## src/rtl/page_map_and_walk_top_assert.svh

```systemverilog
// Assertion macros used by the page map and walk RTL.
`ifndef PAGE_MAP_AND_WALK_TOP_ASSERT_SVH
`define PAGE_MAP_AND_WALK_TOP_ASSERT_SVH

`ifndef SYNTH
`define PMW_ASSERT_IMP(lbl, ante, cons, msg) \
    lbl: assert property (@(posedge i_clk) disable iff (!i_rst_n) (ante) |-> (cons)) \
        else $error(msg);
`define PMW_ASSERT_NXT(lbl, ante, cons, msg) \
    lbl: assert property (@(posedge i_clk) disable iff (!i_rst_n) (ante) |=> (cons)) \
        else $error(msg);
`else
`define PMW_ASSERT_IMP(lbl, ante, cons, msg)
`define PMW_ASSERT_NXT(lbl, ante, cons, msg)
`endif

`endif

```

## src/rtl/pmw_pkg.sv

```systemverilog
// Types, constants and helper functions of the page map and walk block.
package pmw_pkg;

    // Page memory depth in 32-bit words; kept a power of two.
    localparam int MEM_WORDS  = 16384;
    localparam int ADDR_W     = $clog2(MEM_WORDS);
    localparam int CFG_ADDR_W = 4;

    localparam logic [31:0] FLAG_PRESENT  = 32'h0000_0001;
    localparam logic [31:0] FLAG_WRITABLE = 32'h0000_0002;
    localparam logic [31:0] FLAG_USER     = 32'h0000_0004;
    localparam logic [31:0] FLAG_GLOBAL   = 32'h0000_0100;
    localparam logic [31:0] FRAME_MASK    = 32'hFFFF_F000;

    localparam logic [31:0] USER_LIMIT_RST = 32'hC000_0000;

    typedef logic [ADDR_W-1:0] t_waddr;

    typedef enum logic [1:0] {
        REQ_MAP_PTE,
        REQ_MAP_PDE,
        REQ_RESOLVE,
        REQ_RAW_WRITE
    } t_req;

    typedef enum logic [1:0] {
        ST_OK,
        ST_DENIED,
        ST_IGNORED
    } t_status;

    typedef enum logic [1:0] {
        REG_USER_LIMIT,
        REG_REMAP_BASE,
        REG_REMAP_LEN,
        REG_BOOT_DIR
    } t_reg_idx;

    typedef enum logic [1:0] {
        S_IDLE,
        S_EXEC,
        S_DIR,
        S_TAB
    } t_state;

    typedef struct packed {
        logic [31:0] user_limit;
        logic [31:0] remap_base;
        logic [31:0] remap_len;
        logic [31:0] boot_dir;
    } t_cfg;

    typedef struct packed {
        t_req        req_type;
        logic [31:0] directory_base;
        logic [31:0] table_addr;
        logic [31:0] frame_addr;
        logic [31:0] virt_addr;
        logic        attr_writable;
        logic        attr_present;
        logic        attr_kernel;
        logic [31:0] mem_addr;
        logic [31:0] mem_data;
    } t_item;

    typedef struct packed {
        t_status     status;
        logic [31:0] phys_frame;
        logic [31:0] table_phys;
    } t_result;

    typedef struct packed {
        logic        we;
        logic        re;
        t_waddr      addr;
        logic [31:0] wdata;
    } t_mem_req;

    function automatic logic [31:0] make_flags(logic wr, logic pr, logic kern);
        logic [31:0] f;
        f = '0;
        if (wr) f = f | FLAG_WRITABLE;
        if (pr) f = f | FLAG_PRESENT;
        f = f | (kern ? FLAG_GLOBAL : FLAG_USER);
        return f;
    endfunction

    function automatic logic access_ok(logic [31:0] entry, logic wr, logic kern);
        return entry[0] && (kern || entry[2]) && (!wr || entry[1]);
    endfunction

    function automatic logic map_allowed(logic [31:0] va, t_cfg cfg);
        logic [32:0] win_end;
        win_end = {1'b0, cfg.remap_base} + {1'b0, cfg.remap_len};
        return (va < cfg.user_limit) ||
               ((va >= cfg.remap_base) && ({1'b0, va} < win_end));
    endfunction

endpackage

```

## src/rtl/pmw_cfg.sv

```systemverilog
// APB configuration registers of the page map and walk block.
module pmw_cfg (
    input  logic                            i_clk,
    input  logic                            i_rst_n,
    input  logic                            psel,
    input  logic                            penable,
    input  logic                            pwrite,
    input  logic [pmw_pkg::CFG_ADDR_W-1:0]  paddr,
    input  logic [31:0]                     pwdata,
    output logic [31:0]                     prdata,
    output logic                            pready,
    output pmw_pkg::t_cfg                   o_cfg
);

    pmw_pkg::t_cfg    r_cfg;
    pmw_pkg::t_cfg    n_cfg;
    pmw_pkg::t_reg_idx reg_idx;
    logic             wr_en;

    assign reg_idx = pmw_pkg::t_reg_idx'(paddr[3:2]);
    assign wr_en   = psel && penable && pwrite && pready;
    assign pready  = 1'b1;

    always_comb begin
        n_cfg = r_cfg;
        if (wr_en) begin
            unique case (reg_idx)
                pmw_pkg::REG_USER_LIMIT: n_cfg.user_limit = pwdata;
                pmw_pkg::REG_REMAP_BASE: n_cfg.remap_base = pwdata;
                pmw_pkg::REG_REMAP_LEN:  n_cfg.remap_len  = pwdata;
                pmw_pkg::REG_BOOT_DIR:   n_cfg.boot_dir   = pwdata;
                default:                 n_cfg = r_cfg;
            endcase
        end
    end

    always_comb begin
        unique case (reg_idx)
            pmw_pkg::REG_USER_LIMIT: prdata = r_cfg.user_limit;
            pmw_pkg::REG_REMAP_BASE: prdata = r_cfg.remap_base;
            pmw_pkg::REG_REMAP_LEN:  prdata = r_cfg.remap_len;
            pmw_pkg::REG_BOOT_DIR:   prdata = r_cfg.boot_dir;
            default:                 prdata = '0;
        endcase
    end

    always_ff @(posedge i_clk) begin
        if (!i_rst_n) begin
            r_cfg.user_limit <= pmw_pkg::USER_LIMIT_RST;
            r_cfg.remap_base <= '0;
            r_cfg.remap_len  <= '0;
            r_cfg.boot_dir   <= '0;
        end else begin
            r_cfg <= n_cfg;
        end
    end

    assign o_cfg = r_cfg;

endmodule

```

## config.mk

```make
export PLATFORM = sky130hd
export DESIGN_NAME = pmw_cfg
export DESIGN_NICKNAME = d
export VERILOG_FILES = /design/src/rtl/page_map_and_walk_top_assert.svh /design/src/rtl/pmw_pkg.sv /design/src/rtl/pmw_cfg.sv
export SDC_FILE = /design/constraint.sdc
export NUM_CORES = 1
export LEC_CHECK = 0
export BUFFER_PORTS_ARGS = -buffer_cell sky130_fd_sc_hd__buf_2
export CAP_MARGIN = 20
export CORE_MARGIN = 2
export CORE_UTILIZATION = 38
export CTS_CLUSTER_SIZE = 20
export DETAILED_ROUTE_END_ITERATION = 10
export PLACE_DENSITY = 0.63
export SLEW_MARGIN = 20
export SYNTH_ARGS = -nofsm -noshare
export SYNTH_HDL_FRONTEND = slang
export SYNTH_SLANG_ARGS = --single-unit
```

## constraint.sdc

```tcl
create_clock -name i_clk -period 1.5 [get_ports i_clk]
set_input_delay 0.15 -clock i_clk [delete_from_list [all_inputs] [get_ports i_clk]]
set_output_delay 0.15 -clock i_clk [all_outputs]
set_load 0.03 [all_outputs]
```

=== After elaboration in Yosys (flattened, before gate mapping) ===
Cells that the tools add are included.

* Reduce and logical (&&, ||, !) cells: 7
* Equal/unequal tests: 3
* Mux-type cells: 1

{| class="wikitable"
|+ Operators with widths
! kind !! number
|-
| one-hot mux 32 bit (4 select lines) || 1
|-
| AND reduction 2 bit || 4
|-
| == test 2 bit, second input constant || 2
|-
| == test 2 x 1 -> 1 bit, second input constant || 1
|-
| logical AND 1 bit || 2
|-
| zero test 2 bit || 1
|}

* Bits of input ports: 41
* Output and inout bits: 161
* Word-level logic and storage cells: 15
* Register bits: 128

=== Depth between registers and ports, before layout ===
* Depth after elaboration: 3
* Mapped depth: 6

=== Worst setup path after synthesis ===
OpenSTA, ideal clock, no wires.

* Kind: input -> output
* Start: input port paddr[3] (netlist name)
* End: output port prdata[0]
* Data arrival time: 1.233 ns
* Data required time: 1.350 ns
* Stages on the path: 4
* Path slack: 0.117 ns
* Cells stage by stage: buf_4 > buf_2 > buf_2 > mux4_2

* Cells in the longest elaborated chain, start to end: 2
* Elaborated cells between the ends (all ways): 5

{| class="wikitable"
|+ RTL lines
! what !! RTL line !! source
|-
| start: declaration || pmw_cfg.sv:8 || <nowiki>input logic [pmw_pkg::CFG_ADDR_W-1:0] paddr,</nowiki>
|-
| == test 2 bit (tied with other cells) || pmw_cfg.sv:38 || <nowiki>unique case (reg_idx)</nowiki>
|-
| one-hot mux 32 bit (4 select lines) * || pmw_cfg.sv:38 ||
|-
| end: declaration || pmw_cfg.sv:10 || <nowiki>output logic [31:0] prdata,</nowiki>
|}

Mark *: on every way between the ends. The rest lies on a longest branch, timed or not.

=== Worst setup path after layout ===
* Start: register r_cfg, in the netlist o_cfg[13]
* End: output port prdata[13]

* Cells in the longest elaborated chain, start to end: 1

{| class="wikitable"
|+ RTL lines
! what !! RTL line !! source
|-
| start: declaration || pmw_cfg.sv:15 || <nowiki>pmw_pkg::t_cfg r_cfg;</nowiki>
|-
| start signal: assignment || pmw_cfg.sv:54 || <nowiki>r_cfg <= n_cfg;</nowiki>
|-
| one-hot mux 32 bit (4 select lines) || pmw_cfg.sv:38 ||
|}

Every way passes these cells.

==> impl_metrics.py <==
metrics = {
    "worst_setup_path": {
        "worstPathArrival_ps": 1380,
        "path_buf_inv": 1,
        "cpPeakStageDelay_ps": 480,
        "cpMaxStageDelayCell": "mux4_2",
        "worstPathCellList": "mux4_2, buf_6",
        "critPathKind": "reg2out",
        "critPathMaxFanout": 2,
        "critPathRequiredTime_ps": 1350,
        "endpoint_kind": "output port",
        "critPathTopFamily": "multiplexers",
        "crit_path_start_kind": "flip-flop",
    },
    "grt": {
        "grt_pass1_vias": 4757,
        "grt_antenna_before_repair": 0,
        "gr-usage-all-layers_pct": 20.1,
        "grt.overflow.total": 0,
        "grt_max_degree": 84,
        "grt_first_pass_wirelength_mm": 24.8,
    },
    "final_layout": {
        "fin_util_pct": 58.1,
        "mostFrequentLayoutCell": "buf_2",
        "layout_common_cells": "buf_2 (165), nand2_1 (158), mux2i_1 (128)",
        "largest_reg_flops": 128,
        "fill_cells": 1209,
        "diodes": 0,
        "area_delta_synth_final_pct": 48.0,
        "drive_above_1_share_pct": 57.8,
        "nets": 802,
        "final_cells": 954,
    },
    "logic_synthesis": {
        "syn_inst": 499,
        "synth_nets": 540,
        "ys_warn_count": 0,
        "syn_area_um2": 5490,
        "ys_seq_area_share_pct": 46.7,
        "synth-seq-cells": 128,
        "avgSynthCellArea_um2": 11.0,
        "synth_cell_types": 17,
    },
    "clocking": {
        "insertion_delay_ps": 410,
        "clock_sinks": 128,
        "htreeDepth": 4,
        "cts_buffers": 17,
        "cts_tree": "done",
        "root_buffer": "clkbuf_16",
        "cts_buffer_depth": 2,
        "clkTransAtPathRegs_ps": 60,
    },
    "route": {
        "num_vias": 4712,
        "viasPerCell": 4.94,
        "drt-initial-drc-count": 248,
        "wl_per_cell_um": 16.7,
        "drc": 0,
        "final_antenna_net_count": 0,
        "dr.pass1.iters": 5,
        "routed_wl_mm": 15.9,
    },
    "timing": {
        "setup_tns_ps": -227,
        "grt_setup_unrepaired": "yes",
        "finalSetupViolations": 25,
        "fin_ws_ps": -27.7,
        "finalHoldViolations": 0,
        "clock.fmax_mhz": 655,
        "period_needed_ps": 1530,
        "skew_ps": 0,
        "drv_slew": 0,
        "period_share_pct": 102,
    },
    "worst_hold_path": {
        "min_path_type": "in2reg",
    },
    "power_and_ir_drop": {
        "peakVddDrop_uv": 710,
        "power_density_nw_per_um2": 1000,
        "fin_total_pwr_w": 0.00816,
        "p_leak_nw": 4.07,
    },
    "floorplanning": {
        "num_rows": 43,
        "start_util_pct": 39.3,
        "die-area_um2": 15400,
        "die_x_um": 124,
        "ioPinCount": 202,
        "core_area_um2": 14000,
        "die_y_um": 124,
    },
    "job": {
        "max_cap_viol_count": 0,
    },
    "placed_design": {
        "port_buffers": 198,
        "dp.final_hpwl_mm": 10.4,
        "dpl.cell_count": 858,
        "gp_congestion": 0.835,
        "post-place-ws_ps": 1.37,
    },
    "outcome": {
        "status": "finished, violations left",
        "violations": "negative setup slack",
    },
}
-- layer usage --
metal	track usage [%]	up-vias	part of all wire, %
li1	-	2232	-
met2	34.9	147	51
met4	7.14	0	1.4
met5	0	-	0
met1	23.8	2316	42
met3	5.68	17	5.3
-- repair_timing --
| action | in CTS | in global routing |
|---|---|---|
| endpoints found under the setup margin | 32 | 32 |
| hold endpoints to repair | 0 | 0 |
| hold buffers | 0 | 0 |
| resized for setup | 140 | 20 |
| setup buffers | 55 | 9 |
-- cell type report --
| class | count | area (um2) | area share [%] |
|---|---|---|---|
| Clock buffer | 21 | 460 | 5.67 |
| Clock inverter | 11 | 114 | 1.40 |
| Inverter | 1 | 3.75 | 0.0462 |
| Multi-Input combinational cell | 329 | 2680 | 32.9 |
| Sequential cell | 128 | 2680 | 33.0 |
| Tap cell | 180 | 225 | 2.77 |
| Timing Repair Buffer | 284 | 1960 | 24.2 |
-- Yosys cell counts --
library cell | number | area [um2]
inv_2 | 1 | 3.75
buf_4 | 8 | 60.1
conb_1 | 1 | 3.75
clkbuf_1 | 11 | 41.3
nor2_2 | 1 | 6.26
or2_1 | 1 | 6.26
nor2b_1 | 4 | 25.0
nand2_1 | 158 | 593
buf_6 | 8 | 90.1
or3_1 | 1 | 6.26
dfxtp_1 | 128 | 2560
buf_2 | 14 | 70.1
nand3_1 | 1 | 5.00
nand4_1 | 1 | 6.26
mux4_2 | 32 | 721
nor3_2 | 1 | 10.0
mux2i_1 | 128 | 1280
-- report_power, final --
group          leakage (nW)  internal [W]  switching [W]  total (W)
combinational          2.70      0.000278       0.000411   0.000689
sequential             1.08       0.00345      0.0000284    0.00348
clock                 0.282       0.00251        0.00147    0.00399
-- through the flow --
| step | hold WS (ps) | instance area (um2) |
|---|---|---|
| 2_1_floorplan | 316 | 5490 |
| 3_3_place_gp | 428 | 6750 |
| 3_5_place_dp | 441 | 6750 |
| 4_1_cts | 5.05 | 8030 |
| 5_1_grt | 53.2 | 8130 |
| 6_report | 18.5 | 8130 |
-- worst reg2reg max path: stages (launching register included) --
cell	delay (ps)
dfxtp_2	320
buf_4	130
buf_4	130
nand2_1	50
mux2i_1	70
-- path summary, 6_finish.rpt --
kind,slack (ps),to,depth (start not counted),startpoint
worst max-delay path,-30,prdata[13],2,o_cfg[13]$_SDFFE_PN0P_
worst min-delay path,20,o_cfg[127]$_SDFFE_PN1P_,3,pwdata[31]
worst max register to register,680,o_cfg[14]$_SDFFE_PN0P_,4,o_cfg[14]$_SDFFE_PN0P_
worst min register to register,460,o_cfg[36]$_SDFFE_PN0P_,2,o_cfg[36]$_SDFFE_PN0P_
-- cells by family after synthesis --
logic type	synth area share, %
buffers and inverters	4.83
DFF	46.7
muxes	36.5
other	0.0683
and+or+nand+nor	12.0
Note: power is estimated with default switching activity, not from simulation.
