<file path="src/rtl/page_map_and_walk_top_assert.svh">
// Assertion macros used by the page map and walk RTL.
`ifndef PAGE_MAP_AND_WALK_TOP_ASSERT_SVH
`define PAGE_MAP_AND_WALK_TOP_ASSERT_SVH

`ifndef SYNTH
`define PMW_ASSERT_IMP(lbl, ante, cons, msg) \
    lbl: assert property (@(posedge i_clk) disable iff (!i_rst_n) (ante) |-> (cons)) \
        else $error(msg);
`define PMW_ASSERT_NXT(lbl, ante, cons, msg) \
    lbl: assert property (@(posedge i_clk) disable iff (!i_rst_n) (ante) |=> (cons)) \
        else $error(msg);
`else
`define PMW_ASSERT_IMP(lbl, ante, cons, msg)
`define PMW_ASSERT_NXT(lbl, ante, cons, msg)
`endif

`endif

</file>
<file path="src/rtl/pmw_pkg.sv">
// Types, constants and helper functions of the page map and walk block.
package pmw_pkg;

    // Page memory depth in 32-bit words; kept a power of two.
    localparam int MEM_WORDS  = 16384;
    localparam int ADDR_W     = $clog2(MEM_WORDS);
    localparam int CFG_ADDR_W = 4;

    localparam logic [31:0] FLAG_PRESENT  = 32'h0000_0001;
    localparam logic [31:0] FLAG_WRITABLE = 32'h0000_0002;
    localparam logic [31:0] FLAG_USER     = 32'h0000_0004;
    localparam logic [31:0] FLAG_GLOBAL   = 32'h0000_0100;
    localparam logic [31:0] FRAME_MASK    = 32'hFFFF_F000;

    localparam logic [31:0] USER_LIMIT_RST = 32'hC000_0000;

    typedef logic [ADDR_W-1:0] t_waddr;

    typedef enum logic [1:0] {
        REQ_MAP_PTE,
        REQ_MAP_PDE,
        REQ_RESOLVE,
        REQ_RAW_WRITE
    } t_req;

    typedef enum logic [1:0] {
        ST_OK,
        ST_DENIED,
        ST_IGNORED
    } t_status;

    typedef enum logic [1:0] {
        REG_USER_LIMIT,
        REG_REMAP_BASE,
        REG_REMAP_LEN,
        REG_BOOT_DIR
    } t_reg_idx;

    typedef enum logic [1:0] {
        S_IDLE,
        S_EXEC,
        S_DIR,
        S_TAB
    } t_state;

    typedef struct packed {
        logic [31:0] user_limit;
        logic [31:0] remap_base;
        logic [31:0] remap_len;
        logic [31:0] boot_dir;
    } t_cfg;

    typedef struct packed {
        t_req        req_type;
        logic [31:0] directory_base;
        logic [31:0] table_addr;
        logic [31:0] frame_addr;
        logic [31:0] virt_addr;
        logic        attr_writable;
        logic        attr_present;
        logic        attr_kernel;
        logic [31:0] mem_addr;
        logic [31:0] mem_data;
    } t_item;

    typedef struct packed {
        t_status     status;
        logic [31:0] phys_frame;
        logic [31:0] table_phys;
    } t_result;

    typedef struct packed {
        logic        we;
        logic        re;
        t_waddr      addr;
        logic [31:0] wdata;
    } t_mem_req;

    function automatic logic [31:0] make_flags(logic wr, logic pr, logic kern);
        logic [31:0] f;
        f = '0;
        if (wr) f = f | FLAG_WRITABLE;
        if (pr) f = f | FLAG_PRESENT;
        f = f | (kern ? FLAG_GLOBAL : FLAG_USER);
        return f;
    endfunction

    function automatic logic access_ok(logic [31:0] entry, logic wr, logic kern);
        return entry[0] && (kern || entry[2]) && (!wr || entry[1]);
    endfunction

    function automatic logic map_allowed(logic [31:0] va, t_cfg cfg);
        logic [32:0] win_end;
        win_end = {1'b0, cfg.remap_base} + {1'b0, cfg.remap_len};
        return (va < cfg.user_limit) ||
               ((va >= cfg.remap_base) && ({1'b0, va} < win_end));
    endfunction

endpackage

</file>
<file path="src/rtl/pmw_walk.sv">
// Request sequencer: map writes, raw writes and the two-level table walk.
`include "page_map_and_walk_top_assert.svh"

module pmw_walk (
    input  logic               i_clk,
    input  logic               i_rst_n,
    input  pmw_pkg::t_cfg      i_cfg,
    input  logic               i_in_valid,
    output logic               o_in_ready,
    input  pmw_pkg::t_item     i_item,
    output logic               o_out_valid,
    input  logic               i_out_ready,
    output pmw_pkg::t_result   o_result,
    output pmw_pkg::t_mem_req  o_mem_req,
    input  logic [31:0]        i_mem_rdata
);

    pmw_pkg::t_state   r_state;
    pmw_pkg::t_state   n_state;
    pmw_pkg::t_item    r_item;
    pmw_pkg::t_item    n_item;
    logic [31:0]       r_tphys;
    logic [31:0]       n_tphys;
    logic              r_out_valid;
    logic              n_out_valid;
    pmw_pkg::t_result  r_result;
    pmw_pkg::t_result  n_result;

    logic              out_free;
    logic              load_out;
    logic              dir_ok;
    logic              tab_ok;
    logic              allowed;
    logic [31:0]       in_dir;

    assign out_free = !r_out_valid || i_out_ready;
    assign in_dir   = (i_item.directory_base == '0) ? i_cfg.boot_dir : i_item.directory_base;
    assign dir_ok   = pmw_pkg::access_ok(i_mem_rdata, r_item.attr_writable, r_item.attr_kernel);
    assign tab_ok   = dir_ok;
    assign allowed  = pmw_pkg::map_allowed(r_item.virt_addr, i_cfg);

    always_comb begin
        n_state = r_state;
        unique case (r_state)
            pmw_pkg::S_IDLE: begin
                if (i_in_valid) begin
                    n_state = (i_item.req_type == pmw_pkg::REQ_RESOLVE) ?
                              pmw_pkg::S_DIR : pmw_pkg::S_EXEC;
                end
            end
            pmw_pkg::S_EXEC: begin
                if (out_free) n_state = pmw_pkg::S_IDLE;
            end
            pmw_pkg::S_DIR: begin
                if (dir_ok) begin
                    n_state = pmw_pkg::S_TAB;
                end else if (out_free) begin
                    n_state = pmw_pkg::S_IDLE;
                end
            end
            pmw_pkg::S_TAB: begin
                if (out_free) n_state = pmw_pkg::S_IDLE;
            end
            default: n_state = pmw_pkg::S_IDLE;
        endcase
    end

    always_comb begin
        o_mem_req  = '0;
        n_item     = r_item;
        n_tphys    = r_tphys;
        load_out   = 1'b0;
        n_result   = r_result;
        o_in_ready = 1'b0;
        unique case (r_state)
            pmw_pkg::S_IDLE: begin
                o_in_ready = 1'b1;
                if (i_in_valid) begin
                    n_item                = i_item;
                    n_item.directory_base = in_dir;
                    if (i_item.req_type == pmw_pkg::REQ_RESOLVE) begin
                        o_mem_req.re   = 1'b1;
                        o_mem_req.addr = in_dir[pmw_pkg::ADDR_W+1:2] +
                                         pmw_pkg::t_waddr'(i_item.virt_addr[31:22]);
                    end
                end
            end
            pmw_pkg::S_EXEC: begin
                if (out_free) begin
                    load_out            = 1'b1;
                    n_result.phys_frame = '0;
                    n_result.table_phys = '0;
                    n_result.status     = pmw_pkg::ST_OK;
                    case (r_item.req_type)
                        pmw_pkg::REQ_MAP_PTE: begin
                            o_mem_req.we    = allowed;
                            o_mem_req.addr  = r_item.table_addr[pmw_pkg::ADDR_W+1:2] +
                                              pmw_pkg::t_waddr'(r_item.virt_addr[21:12]);
                            o_mem_req.wdata = (r_item.frame_addr & pmw_pkg::FRAME_MASK) |
                                              pmw_pkg::make_flags(r_item.attr_writable,
                                                                  r_item.attr_present,
                                                                  r_item.attr_kernel);
                            if (!allowed) n_result.status = pmw_pkg::ST_IGNORED;
                        end
                        pmw_pkg::REQ_MAP_PDE: begin
                            o_mem_req.we    = allowed;
                            o_mem_req.addr  = r_item.directory_base[pmw_pkg::ADDR_W+1:2] +
                                              pmw_pkg::t_waddr'(r_item.virt_addr[31:22]);
                            o_mem_req.wdata = (r_item.table_addr & pmw_pkg::FRAME_MASK) |
                                              pmw_pkg::make_flags(r_item.attr_writable,
                                                                  r_item.attr_present,
                                                                  r_item.attr_kernel);
                            if (!allowed) n_result.status = pmw_pkg::ST_IGNORED;
                        end
                        default: begin
                            o_mem_req.we    = 1'b1;
                            o_mem_req.addr  = r_item.mem_addr[pmw_pkg::ADDR_W+1:2];
                            o_mem_req.wdata = r_item.mem_data;
                        end
                    endcase
                end
            end
            pmw_pkg::S_DIR: begin
                if (dir_ok) begin
                    n_tphys        = i_mem_rdata & pmw_pkg::FRAME_MASK;
                    o_mem_req.re   = 1'b1;
                    o_mem_req.addr = n_tphys[pmw_pkg::ADDR_W+1:2] +
                                     pmw_pkg::t_waddr'(r_item.virt_addr[21:12]);
                end else if (out_free) begin
                    load_out = 1'b1;
                    n_result = '{status: pmw_pkg::ST_DENIED, phys_frame: '0, table_phys: '0};
                end
            end
            pmw_pkg::S_TAB: begin
                if (out_free) begin
                    load_out            = 1'b1;
                    n_result.table_phys = r_tphys;
                    if (tab_ok) begin
                        n_result.status     = pmw_pkg::ST_OK;
                        n_result.phys_frame = i_mem_rdata & pmw_pkg::FRAME_MASK;
                    end else begin
                        n_result.status     = pmw_pkg::ST_DENIED;
                        n_result.phys_frame = '0;
                    end
                end
            end
            default: begin
                o_mem_req = '0;
            end
        endcase
    end

    assign n_out_valid = load_out || (r_out_valid && !i_out_ready);

    always_ff @(posedge i_clk) begin
        if (!i_rst_n) begin
            r_state     <= pmw_pkg::S_IDLE;
            r_out_valid <= 1'b0;
        end else begin
            r_state     <= n_state;
            r_out_valid <= n_out_valid;
        end
    end

    always_ff @(posedge i_clk) begin
        r_item   <= n_item;
        r_tphys  <= n_tphys;
        r_result <= n_result;
    end

    assign o_out_valid = r_out_valid;
    assign o_result    = r_result;

    `PMW_ASSERT_IMP(a_write_in_exec, o_mem_req.we, r_state == pmw_pkg::S_EXEC, "write outside exec")
    `PMW_ASSERT_IMP(a_no_overwrite, load_out && r_out_valid, i_out_ready, "result overwritten")
    `PMW_ASSERT_IMP(a_resolve_reads, i_in_valid && o_in_ready && i_item.req_type == pmw_pkg::REQ_RESOLVE, o_mem_req.re, "resolve without directory read")
    `PMW_ASSERT_IMP(a_tab_read_ok, o_mem_req.re && r_state == pmw_pkg::S_DIR, dir_ok, "table read after denied directory entry")
    `PMW_ASSERT_NXT(a_tab_from_dir, r_state == pmw_pkg::S_DIR && dir_ok, r_state == pmw_pkg::S_TAB, "walk skipped table level")

endmodule
</file>
<file path="config.mk">
export PLATFORM = sky130hd
export DESIGN_NAME = pmw_walk
export DESIGN_NICKNAME = d
export VERILOG_FILES = /design/src/rtl/pmw_pkg.sv /design/src/rtl/pmw_walk.sv
export VERILOG_INCLUDE_DIRS = /design/src /design/src/rtl
export SDC_FILE = /design/constraint.sdc
export NUM_CORES = 1
export LEC_CHECK = 0
export BUFFER_PORTS_ARGS = -buffer_cell sky130_fd_sc_hd__buf_4
export CAP_MARGIN = 20
export CORE_MARGIN = 5
export CORE_UTILIZATION = 40
export CTS_CLUSTER_SIZE = 8
export DETAILED_ROUTE_END_ITERATION = 8
export PLACE_DENSITY = 0.66
export SKIP_CTS_REPAIR_TIMING = 1
export SYNTH_ARGS = -nofsm -noshare
export SYNTH_HDL_FRONTEND = slang
export SYNTH_SLANG_ARGS = --single-unit
</file>
<file path="constraint.sdc">
create_clock -name i_clk -period 8.6 [get_ports i_clk]
set_clock_uncertainty 0.2 [all_clocks]
set_input_delay 1.29 -clock i_clk [delete_from_list [all_inputs] [get_ports i_clk]]
set_output_delay 1.29 -clock i_clk [all_outputs]
set_load 0.01 [all_outputs]
</file>
## Yosys cells after proc, flatten, opt, wreduce, memory -nomap -nowiden

Cells that the tools add are included.

- Bits in registers: 254
- Input port bits: 361
- Output and inout bits: 116
- Word-level logic and storage cells: 97

- Add/sub/neg operators: 5
- $lt $le $gt $ge: 3
- Eq/ne operators: 10
- Muxes and demuxes: 38
- Bitwise operators: 4
- Reductions and logical operators: 21

Operator list:

| operator | number |
|---|---|
| two-way mux 66 bit | 4 |
| two-way mux 32 bit | 7 |
| one-hot mux 66 bit (3 select lines) | 1 |
| OR 32 bit | 3 |
| one-hot mux 46 bit (2 select lines) | 1 |
| adder 14 x 10 -> 14 bit | 4 |
| two-way mux 46 bit | 1 |
| two-way mux 15 bit | 3 |
| one-hot mux 14 bit (3 select lines) | 1 |
| adder 32 x 32 -> 33 bit | 1 |
| less-than comparator 32 x 33 -> 1 bit | 1 |
| two-way mux 33 bit | 1 |
| greater-or-equal comparator 32 bit | 1 |
| zero test 32 bit | 1 |
| less-than comparator 32 bit | 1 |
| OR 32 x 9 -> 32 bit | 1 |
| two-way mux 16 bit | 1 |
| two-way mux 2 bit | 7 |
| inequality test 2 bit (second input constant) | 5 |
| two-way mux 9 bit | 1 |
| two-way mux 1 bit | 7 |
| == test 2 bit (second input constant) | 3 |
| one-hot mux 2 bit (3 select lines) | 1 |
| logical OR 1 bit | 5 |
| 9 further kinds | 19 |

## Logic depth before layout (Yosys ltp)

Gate-level depths: netlist of run 1.

- Depth in word-level cells: 10
- Mapped depth: 19
- Gate-level depth less buffers: 19

## Least setup slack after synthesis of run 1

No wires, ideal clock.

- Path type: in2out
- From: in i_in_valid
- To: out o_mem_req[41] (netlist name)
- Data arrival time: 6.033 ns
- Required time: 7.110 ns
- Path slack: 1.077 ns
- Stages: 4
- Buffers on the path: 0
- Cells stage by stage: and2_1 -> nand3b_1 -> o31a_1 -> nand3_1

RTL lines:

| what | RTL line | source |
|---|---|---|
| start: declaration | pmw_walk.sv:8 | `input logic i_in_valid,` |
| end: declaration | pmw_walk.sv:14 | `output pmw_pkg::t_mem_req o_mem_req,` |

==> results of run 1 <==
[metrics by stage]
stage / setup WS [ps] / total power, µW / cells
after detailed placement: 993.2 / 2037 / 2069
after CTS: 1004 / 3150 / 2121
after floorplan: 1077 / 1733 / 1278
after global placement: 1068 / 2018 / 2068
after global routing: 580.5 / 3287 / 2127
final: 1130 / 3118 / 2127
[placed cells by master (no fill, tap or decap), drive strengths merged, types with 5 or more instances in the layout]
| master | netlist | routed |
|---|---|---|
| a2111oi | 6 | 6 |
| a211oi | 25 | 25 |
| a21o | 40 | 40 |
| a21oi | 100 | 100 |
| a221o | 5 | 5 |
| a22oi | 8 | 8 |
| a31oi | 12 | 12 |
| and2 | 26 | 26 |
| and3 | 33 | 33 |
| buf | 31 | 403 |
| clkbuf | 27 | 47 |
| clkinv | 1 | 5 |
| conb | 1 | 24 |
| edfxtp | 209 | 209 |
| ha | 156 | 156 |
| inv | 90 | 91 |
| mux2i | 26 | 26 |
| nand2 | 51 | 51 |
| nand2b | 13 | 13 |
| nand3 | 22 | 22 |
| nand4 | 21 | 21 |
| nor2 | 109 | 109 |
| nor2b | 10 | 10 |
| nor3 | 13 | 13 |
| nor4 | 13 | 13 |
| o211ai | 9 | 9 |
| o21a | 11 | 11 |
| o21ai | 68 | 68 |
| o21bai | 5 | 5 |
| o221ai | 5 | 5 |
| or3 | 5 | 5 |
| xnor2 | 30 | 30 |
| xor2 | 21 | 21 |
[registers in the layout, indices dropped and copies added (netlist names)]
signal,cells
r_state,2
o_result,42
r_tphys,20
r_item,147
o_out_valid,1
[area by class of cell]
cell class,count,area (µm²),area share
clock inverters,5,37.54,0.002108
flip-flops and latches,212,6336,0.3558
repair buffers,403,3054,0.1715
multi-input cells,917,6633,0.3724
clock buffers,47,835.8,0.04693
well taps,448,560.5,0.03148
inverters,91,341.6,0.01918
diodes,4,10.01,0.0005621
[logic make-up (layout without fill, tap and decap cells)]
| group | Yosys count | after routing | synth area share |
|---|---|---|---|
| compound gates | 327 | 327 | 0.1588 |
| flops | 212 | 212 | 0.4686 |
| xor+xnor | 51 | 51 | 0.03304 |
| mux | 27 | 27 | 0.02008 |
| other cells | 1 | 28 | 0.0002774 |
| simple gates | 328 | 328 | 0.1206 |
| fa+ha+maj | 160 | 160 | 0.1503 |
| buf+inv | 149 | 546 | 0.04831 |
[worst reg2reg max path: stages, from the launching register on]
cell and delay, ps:
edfxtp_1 530, ha_1 370, nand4_1 120, or4_1 510, o211ai_1 370, a211oi_1 190, o22ai_1 390, nor2_1 70
[cells in the mapped netlist (22+ instances only)]
library cell / number
nand2_1: 51
buf_4: 24
nor2_1: 109
clkbuf_1: 27
edfxtp_1: 209
a21o_1: 40
mux2i_1: 26
and2_1: 26
inv_1: 90
xnor2_1: 30
ha_1: 156
a211oi_1: 25
o21ai_0: 51
nand3_1: 22
and3_1: 33
a21oi_1: 98
[power by group]
group / internal, µW / switching [µW]
logic: 349 / 404
registers: 1220 / 43.7
clock network: 660 / 436
[worst max-delay path by stage]
stage	end	cells after the start
2_1_floorplan	o_mem_req[41]	4
3_3_place_gp	o_mem_req[47]	21
3_5_place_dp	o_mem_req[47]	21
4_1_cts	o_mem_req[47]	21
5_1_grt	o_mem_req[47]	21
6_report	o_mem_req[47]	21
[layer usage]
| metal | track usage | up-vias | part of all wire |
|---|---|---|---|
| met5 | 0 | - | 0.0018 |
| li1 | - | 5477 | - |
| met1 | 0.2533 | 5099 | 0.41 |
| met3 | 0.05717 | 72 | 0.082 |
| met4 | 0.05911 | 8 | 0.026 |
| met2 | 0.3493 | 395 | 0.48 |
==> metrics.md, run 1 <==
| Metric | Value |
|---|---|
| Area of the die | 37580 µm² |
| HP Class | flip-flop to flip-flop |
| Setup_tns | 0 ps |
| Row count | 67 |
| Post-DP Area | 16890 µm² |
| Area share of the largest cell type after synthesis | 0.4642 |
| Hpwl dp | 32360 µm |
| Critical path class | input pin to output port |
| Hold Slack | 355.2 ps |
| Share of cells above drive strength 1 | 0.2704 |
| CP startpoint | i_cfg[32] |
| PD cells | 175.1 nW/µm² |
| Unique masters post-synth | 72 |
| TritonCTS Buffers | 31 |
| Ys flop type | edfxtp_1 |
| Final hold violation count | 0 |
| H-tree Lvls | 1 |
| Critical path, cell by cell | buf_4 > ha_1 > fa_1 > a21oi_2 > o221ai_2 > a31oi_4 > o21ai_1 > a211oi_1 > o21ai_1 > a31oi_1 > xor2_1 > ha_1 > a21oi_1 > o21ai_0 > a2111oi_0 > o21ai_0 > a211oi_1 > a311oi_1 > o22ai_1 > and2_1 > buf_4 |
| CTS tree | built |
| Buf/Inv on CP | 2 |
| Final max-slew violation count | 0 |
| CP Launch Type | input pin |
| Mapped Avg Cell Area | 10.77 µm² |
| Setup repair after global routing missed its margin | no |
| R2R setup slack | 5580 ps |
| TritonCTS Sinks | 212 |
| Worst R2R Start | r_item[80] |
| Mapped cell area | 13520 µm² |
| I/O Buffers | 393 |
| Hold path depth | 1 |
| Worst reg-to-reg path cell count | 7 |
| Final Cell Area | 17810 µm² |
| Pin count of the biggest net entering global routing | 86 |
| DRC Markers | 0 |
| Top-Level Pins | 477 |
| Leakage | 0.007981 µW |
| Worst-Skew Late Latency | 560 ps |
| Total Routing Usage GR | 0.2040 |
| Largest area contributor in the netlist | edfxtp_1 |
| Number of fill cells | 2948 |
| Nets | 2177 |
| Final core utilization | 0.5324 |
| Seq/Total Area, Yosys | 0.4686 |
| Status | complete, no violations |
| Final WL | 40810 µm |
| Slowest stage delay, CP | 420 ps |
| Clk buf depth | 3 |
| Die Span X | 193.9 µm |
| Worst Path Arrival | 5980 ps |
| Drt via density | 5.196 |
| Die H | 193.9 µm |
| Post-layout min period | 7470 ps |
| Synth top area cells | edfxtp_1 (46%), ha_1 (14%), a21oi_1 (3.6%) |
| CORE AREA | 33450 µm² |
| Slowest cell on the critical path | fa_1 |
| Clock transition at path regs | 50 ps |
| Initial antenna violation count | 8 |
| Post-route clock period utilization | 0.8686 |
| DR WL/cell | 19.18 µm |
| CTS root buffer | clkbuf_16 |
| Grt ovf | 0 |
| Worst hold start | r_tphys[29] |
| Global-route wire length before repair | 61660 µm |
| Worst path required time | 7110 ps |
| Vias | 11.05k |
| CP top delay family | compound AO/OA/AOI/OAI gates |
| Min-Delay Endpoint | o_result[29] |
| Ys async rst share | 0 |
| Max-slew headroom | 0.3919 |
| Maximum VDD drop | 0.1540 mV |
| Worst slew pin tran | 910.8 ps |
| First drt pass iteration count | 5 |
| Area Growth Syn to Fin | 31.71% |
| Vias in the first global route | 11.25k |
| Initial Util | 0.4042 |
| Element type at the critical path end | output port |
| Initial DRC count | 470 |
| Syn. warnings | 0 |
| Antenna viol nets, final | 0 |
| Crit Path Max Fanout | 5 |
| Reg2reg end | o_result[65] |
| F_max | 0.1339 GHz |
| Seq cells post-synth | 212 |
| Max_cap viols | 0 |
| Placer Congestion | 0.9021 |
| EDFF count, synth | 209 |
| Endpoints failing setup | 0 |
| Cell count after synthesis | 1255 |
(Power assumes the default switching activity.)
==> inputs of run 2 (changes only) <==
clock period = 8.85 ns   (was 8.6 ns; I/O delays follow)
==> run 2 against run 1 <==
  * Count of clock-buffer cells in the layout up 1
  * Largest cell class unchanged
  * Non-clock buffer count unchanged
  * Sequential power down 3%
==> metrics.md, run 2 (synthesized netlist as in run 1, its figures left out) <==
| Metric | Value |
|---|---|
| Initial DRC count | 513 (was 470) |
| Gate power share | 0.242 (about the same) |
| Crit Path Max Fanout | 5 (unchanged) |
| Clk buf depth | 3 (unchanged) |
| Critical path class | input pin to output port (unchanged) |
| Area Growth Syn to Fin | 31.74% (was 31.71%) |
| Clk network pwr share | 0.352 (about the same) |
| Sw Share | 0.2835 (about the same) |
| Endpoints failing setup | 0 (unchanged) |
| PD cells | 170.3 nW/µm² (was 175.1 nW/µm²) |
| Placement Setup Slack | 1199 ps (was 993.2 ps) |
| CTS root buffer | clkbuf_16 (unchanged) |
| Element type at the critical path end | output port (unchanged) |
| Global-route wire length before repair | 61140 µm (was 61660 µm) |
| HP Class | flip-flop to flip-flop (unchanged) |
| Layout Cells excl Fill | 2126 (was 2127) |
| Worst-Skew Late Latency | 560 ps (about the same) |
| Max-slew headroom | 0.3794 (was 0.3919) |
| First drt pass iteration count | 5 (unchanged) |
| H-tree Lvls | 1 (unchanged) |
| Sw power | 859.6 µW (was 883.9 µW) |
| F_max | 0.1320 GHz |
| Die H | 193.9 µm (unchanged) |
| TritonCTS Buffers | 31 (unchanged) |
| Worst path required time | 7320 ps (was 7110 ps) |
| Final WL | 40600 µm (was 40810 µm) |
| Hold Slack | 353.9 ps (was 355.2 ps) |
| CORE AREA | 33450 µm² (unchanged) |
| Internal power | 2173 µW (was 2234 µW) |
| Placer Congestion | 0.9172 (was 0.9021) |
| Worst slew pin tran | 929.6 ps (was 910.8 ps) |
| Pin count of the biggest net entering global routing | 82 (was 86) |
| Power share of the sequential group | 0.406 (was 0.407) |
| Vias | 10.96k (was 11.05k) |
| Max_cap viols | 0 (unchanged) |
| CP Launch Type | input pin (unchanged) |
| Row count | 67 (unchanged) |
| I/O Buffers | 393 (unchanged) |
| Setup repair after global routing missed its margin | no (unchanged) |
| Final max-slew violation count | 0 (unchanged) |
| DR WL/cell | 19.10 µm (was 19.18 µm) |
| Status | complete, no violations (unchanged) |
| Maximum VDD drop | 0.1339 mV (was 0.1540 mV) |
| Setup_tns | 0 ps (unchanged) |
| Nets | 2177 (unchanged) |
| Drt via density | 5.154 (was 5.196) |
| Initial antenna violation count | 7 (was 8) |
| Top-Level Pins | 477 (unchanged) |
| Initial Util | 0.4042 (unchanged) |
| Post-layout min period | 7578 ps |
| Final WS setup | 1272 ps (was 1130 ps) |
| Area of the die | 37580 µm² (unchanged) |
| Leakage | 0.007982 µW (was 0.007981 µW) |
| Die Span X | 193.9 µm (unchanged) |
| TritonCTS Sinks | 212 (unchanged) |
| Hpwl dp | 32180 µm (was 32360 µm) |
| Total Routing Usage GR | 0.2024 (was 0.2040) |
| Worst Path Arrival | 6050 ps (was 5980 ps) |
| Clock transition at path regs | 50 ps (about the same) |
| Vias in the first global route | 11.00k (was 11.25k) |
| Most flop-heavy register | r_item (unchanged) |
| Final hold violation count | 0 (unchanged) |
| Most common cell after layout, fill and taps aside | buf_4 (unchanged) |
| Antenna viol nets, final | 0 (unchanged) |
| Grt ovf | 0 (unchanged) |
| DRC Markers | 0 (unchanged) |
| Post-route clock period utilization | 0.8562 |
| DP Cell Count | 2069 (unchanged) |
| Share of cells above drive strength 1 | 0.2706 (was 0.2704) |
| CTS tree | built (unchanged) |
| Most frequent cells in the layout | buf_4 (401), edfxtp_1 (209), ha_1 (156), nor2_1 (108), a21oi_1 (98) (was buf_4 (400), edfxtp_1 (209), ha_1 (156), nor2_1 (108), a21oi_1 (98)) |
| Max reg flops | 147 (unchanged) |
==> run 2: worst paths after layout <==
kind,start,end,slack (ps),cells after the start
worst max-delay path,i_cfg[32],o_mem_req[47],1270,21
worst min-delay path,o_out_valid,o_out_valid,350,2
worst min register to register,o_out_valid,o_out_valid,350,2
worst max register to register,r_item[95],o_result[65],5770,9
==> run 2: area by class of cell <==
| class | instances | area [µm²] |
|---|---|---|
| Tap cell | 448 | 560.5 |
| Antenna cell | 4 | 10.01 |
| Fill cell | 2999 | 15640 |
| Inverter | 91 | 341.6 |
| Multi-Input combinational cell | 917 | 6633 |
| Clock buffer | 48 | 839.6 |
| Timing Repair Buffer | 403 | 3058 |
| Clock inverter | 3 | 33.78 |
| Sequential cell | 212 | 6336 |
==> run 2: critical path: stages <==
cell and delay, ps:
buf_4 110, ha_1 220, fa_1 420, a21oi_2 200, o221ai_2 190, a31oi_4 280, o21ai_1 190, a211oi_1 450
o21ai_1 140, a31oi_1 230, xor2_1 160, ha_1 250, a21oi_1 130, o21ai_0 150, a2111oi_0 370, o21ai_0 140
a211oi_1 280, a311oi_1 110, o22ai_1 360, and2_1 190, buf_4 130
==> run 2: per-stage QoR <==
| step | utilization | cell area (µm²) | power [µW] |
|---|---|---|---|
| finish | 0.5325 | 17810 | 3033 |
| global route | 0.5325 | 17810 | 3188 |
| CTS | 0.5312 | 17770 | 3059 |
| detailed placement | 0.5051 | 16890 | 1979 |
| global placement | 0.5045 | 16870 | 1961 |
| floorplan | - | 13610 | 1684 |
==> run 2: layer usage <==
metal,up-vias,wire length [µm],GRT usage
met5,-,75,0
met4,8,1249,0.06120
met3,77,2934,0.04935
met2,385,19220,0.3440
met1,5026,17120,0.2570
li1,5461,-,-
==> run 2: power groups by stage <==
stage          combinational (µW)  clock, µW  sequential, µW
6_report                      733       1070            1230
5_1_grt                       812       1140            1240
4_1_cts                       730       1090            1230
3_5_place_dp                  726          0            1250
3_3_place_gp                  709          0            1250
2_1_floorplan                 433          0            1250
